--- src/hw/rtl/wgbl_ram.sv ---
// Generic single-port synchronous RAM with registered read.
module wgbl_ram #(
    parameter int WIDTH = 8,
    parameter int DEPTH = 256
) (
    input  logic                     aclk,
    input  logic                     we,
    input  logic [$clog2(DEPTH)-1:0] addr,
    input  logic [WIDTH-1:0]         wr_data,
    output logic [WIDTH-1:0]         rd_data
);

    logic [WIDTH-1:0] mem [DEPTH];
    logic [WIDTH-1:0] rd_data_reg;

    always_ff @(posedge aclk) begin
        if (we) begin
            mem[addr] <= wr_data;
        end
        rd_data_reg <= mem[addr];
    end

    assign rd_data = rd_data_reg;

endmodule

--- config.mk ---
export PLATFORM = sky130hd
export DESIGN_NAME = wgbl_ram
export DESIGN_NICKNAME = d
export VERILOG_FILES = /design/src/hw/rtl/wgbl_ram.sv
export SDC_FILE = /design/constraint.sdc
export NUM_CORES = 2
export LEC_CHECK = 0
export BUFFER_PORTS_ARGS = -buffer_cell sky130_fd_sc_hd__buf_2
export CAP_MARGIN = 20
export CORE_ASPECT_RATIO = 1.4
export CORE_UTILIZATION = 55
export DETAILED_ROUTE_END_ITERATION = 6
export MAX_ROUTING_LAYER = met4
export PLACE_DENSITY = 0.7
export SLEW_MARGIN = 0
export SYNTH_ARGS = -nofsm -noshare
export SYNTH_HDL_FRONTEND = slang
export SYNTH_SLANG_ARGS = --single-unit
--- constraint.sdc ---
create_clock -name aclk -period 8.7 [get_ports aclk]
set_input_delay 1.74 -clock aclk [delete_from_list [all_inputs] [get_ports aclk]]
set_output_delay 1.74 -clock aclk [all_outputs]
set_load 0.005 [all_outputs]
==> metrics.md <==
| Metric | Value |
|---|---|
| Placed Cells incl. Taps | 5335 |
| Final worst path period need | 5.013 ns |
| Setup ws final | 3.687 ns |
| Cell area after layout | 86940 sq um |
| CP delay by family, top | buffers and inverters |
| Max IR drop VDD | 0.0001930 V |
| Post-CTS sizing | 0 |
| Worst-path fanout max | 59 |
| Worst Tran Pin Value | 1.174 ns |
| Vias | 37090 |
| Hold-fix buffers, CTS | 0 |
| Post-Synthesis Cells | 3547 |
| Worst hold margin | 0.9364 ns |
| Crit path DAT | 5.66 ns |
| Final nets | 3641 |
| MaxCap Viol Count | 0 |
| Dpl hpwl | 110400 microns |
| Io pins | 26 |
| CP bufs+invs | 3 |
| Root buf cell | clkbuf_16 |
| Postcts setup bufs | 0 |
| # rows | 163 |
| Status | completed |
| Post-DR vias/cell | 6.513 |
| Switch share | 21.01% |
| First-pass GRT wire length | 267100 microns |
| Number of detailed-route iterations in the first pass | 5 |
| Post-Syn Area per Cell | 22.13 sq um |
| Final ANT Viol Nets | 0 |
| Vias in the first global route | 37940 |
| RSZ-0062 raised after global routing | no |
| Clock-pin slew on the worst setup and hold paths | 0.07 ns |
| Synth unique cells | 22 |
| P per Cell Area | 229.3 nW/um^2 |
| Slew headroom | 21.53% |
| CTS tree | yes |
| Final Hold Fails | 0 |
| Post-Synthesis Cell Area | 78490 sq um |
| GRT Overall Usage | 26.88% |
| Max Slew Vio Count | 0 |
| Die area | 144300 sq um |
| Internal | 15.75 mW |
| Number of flip-flops in the largest register | 2048 |
| Crit path top cell by count | buf_4 |
| Sink Count | 2056 |
| Period utilisation layout | 57.62% |
| Share of power burned in registers | 54.9% |
| Initial Utilization | 55.54% |
| Core ar. | 141300 sq um |
| Final WL | 185100 microns |
| Critical Path Start Type | primary input |
| Sequential-to-total area share from yosys stat | 78.55% |
| Area after DPL | 80910 sq um |
| Critical-path cell list | buf_8 -> buf_4 -> buf_4 -> mux4_2 -> a22oi_1 -> a21oi_1 -> o41ai_1 -> nand4_1 |
| Syn nets | 3565 |
| Setup Skew | 0.01933 ns |
| Initial DRC count | 4360 |
| Synthesized flop and latch total | 2056 |
| HP Class | flop to flop |
| Die width | 321.3 microns |
| Util after Layout | 61.51% |
| DRC viols | 0 |
| Clk pwr share | 40.7% |
| # setup viols final | 0 |
| Worst-Skew Late Latency | 0.82 ns |
| Pre-CTS WS | 2.830 ns |
| Share of layout cells above drive strength 1 | 24.27% |
| Wire length per cell | 32.51 microns |
| Ys Warns | 0 |
| CP max stage delay | 0.86 ns |
| Worst EP required | 9.35 ns |
| P_sw | 4.188 mW |
| Area Growth Syn to Fin | 10.76% |
| Remaining global-route overflow | 0 |
| Largest net degree at the start of global routing | 132 |
| TritonCTS Buffers | 182 |
| Total leakage power | 26.20 nW |
| R2R Setup Slk | 5.89 ns |
| Critical path type | primary input to flop |
| Tot Pwr | 19.93 mW |
| I/O Buffers | 25 |
| F_max | 199.5 MHz |
| CTS H-tree lvls | 4 |
| Finished Layout Cells | 5695 |
| Comb power frac | 4.4% |
| Die H | 449.0 microns |
| Gpl congestion | 0.8680 |
| Setup TNS after final layout | 0 ns |
| Initial antenna violation count | 14 |
| Critical path capture point type | flop |
| Slowest stage cell, crit path | o41ai_1 |
| Clk buf depth | 3 |
==> worst min-delay path: cells and delay by family, from the launching register on <==
| family | cells | cell delay [ns] |
|---|---|---|
| mux | 1 | 0.22 |
| flops | 1 | 0.32 |
| simple gates | 1 | 0.08 |
| compound gates | 3 | 0.30 |
==> area by class of cell <==
class                      instances  area (sq um)
antenna                           20         50.05
clock buffer                     234          4812
clock inverter                   105          1159
fill                            9480         54400
inverter                           1         3.754
multi-input combinational       1258         15850
sequential                      2056         61660
tap                             1897          2374
timing repair buffer             124          1030
==> synthesized netlist by cell type, drive strengths merged <==
| master | n | area share [%] |
|---|---|---|
| nand2b | 6 | 0.048 |
| or2 | 2 | 0.016 |
| dfxtp | 8 | 0.20 |
| buf | 87 | 0.70 |
| and2 | 3 | 0.024 |
| or3 | 1 | 0.0080 |
| edfxtp | 2048 | 78 |
| nor2b | 7 | 0.056 |
| mux4 | 512 | 15 |
| nand4 | 8 | 0.064 |
| o41ai | 32 | 0.36 |
| nor2 | 232 | 1.1 |
| clkbuf | 145 | 0.69 |
| nand3 | 13 | 0.083 |
| nand2 | 28 | 0.13 |
| a21oi | 128 | 0.82 |
| inv | 1 | 0.0048 |
| nor3 | 30 | 0.19 |
| a22oi | 256 | 2.4 |
==> cells in the final DEF (no fill, tap or decap), types with 5 or more instances in the layout <==
cell type  instances
bufinv_16         20
buf_12             6
nand2_1           28
nor3_1            19
clkbuf_8          10
dfxtp_1            8
nand4_1            8
a22oi_1          256
nor2_1           231
buf_4             89
clkbuf_1          48
nor3_2            11
nor2b_1            5
o41ai_1           28
diode_2           20
edfxtp_1        2048
buf_2             18
clkinv_2          32
clkbuf_16        184
clkinv_8           5
nand3_1           13
a21oi_1          128
inv_6              8
clkinv_1          33
mux4_2           512
==> metal layers <==
metal  up-vias  global-route usage (%)  part of all wire (%)
met5         -                       -                     0
met4         0                   12.21                   5.0
met3       358                   4.092                   7.2
met2      1713                   44.36                    52
met1     19810                   33.03                    35
li1      15220                       -                     -
==> worst paths after layout <==
| kind | to | start | depth (start not counted) |
|---|---|---|---|
| setup / recovery | rd_data[3]$_DFF_P_ | addr[0] | 8 |
| hold / removal | rd_data[0]$_DFF_P_ | mem[249][0]$_DFFE_PP_ | 5 |
| setup reg to reg | rd_data[1]$_DFF_P_ | mem[107][1]$_DFFE_PP_ | 5 |
| hold reg to reg | rd_data[0]$_DFF_P_ | mem[249][0]$_DFFE_PP_ | 5 |
==> power groups by stage <==
| stage | registers [mW] | clock network [mW] | logic, mW |
|---|---|---|---|
| after detailed placement | 11.2 | 0 | 0.876 |
| final | 10.9 | 8.12 | 0.872 |
| after global routing | 10.9 | 8.53 | 0.917 |
| after floorplan | 11.1 | 0 | 0.485 |
| after global placement | 11.2 | 0 | 0.861 |
| after CTS | 10.9 | 8.19 | 0.879 |
==> logic make-up after synthesis <==
logic type | Yosys count | share of synthesized area (%)
muxes | 512 | 14.69
buffers and inverters | 233 | 1.401
and+or+nand+nor | 330 | 1.733
AOI/OAI and AO/OA | 416 | 3.622
DFF | 2056 | 78.55
No activity file was read; power rests on OpenSTA's default activity.
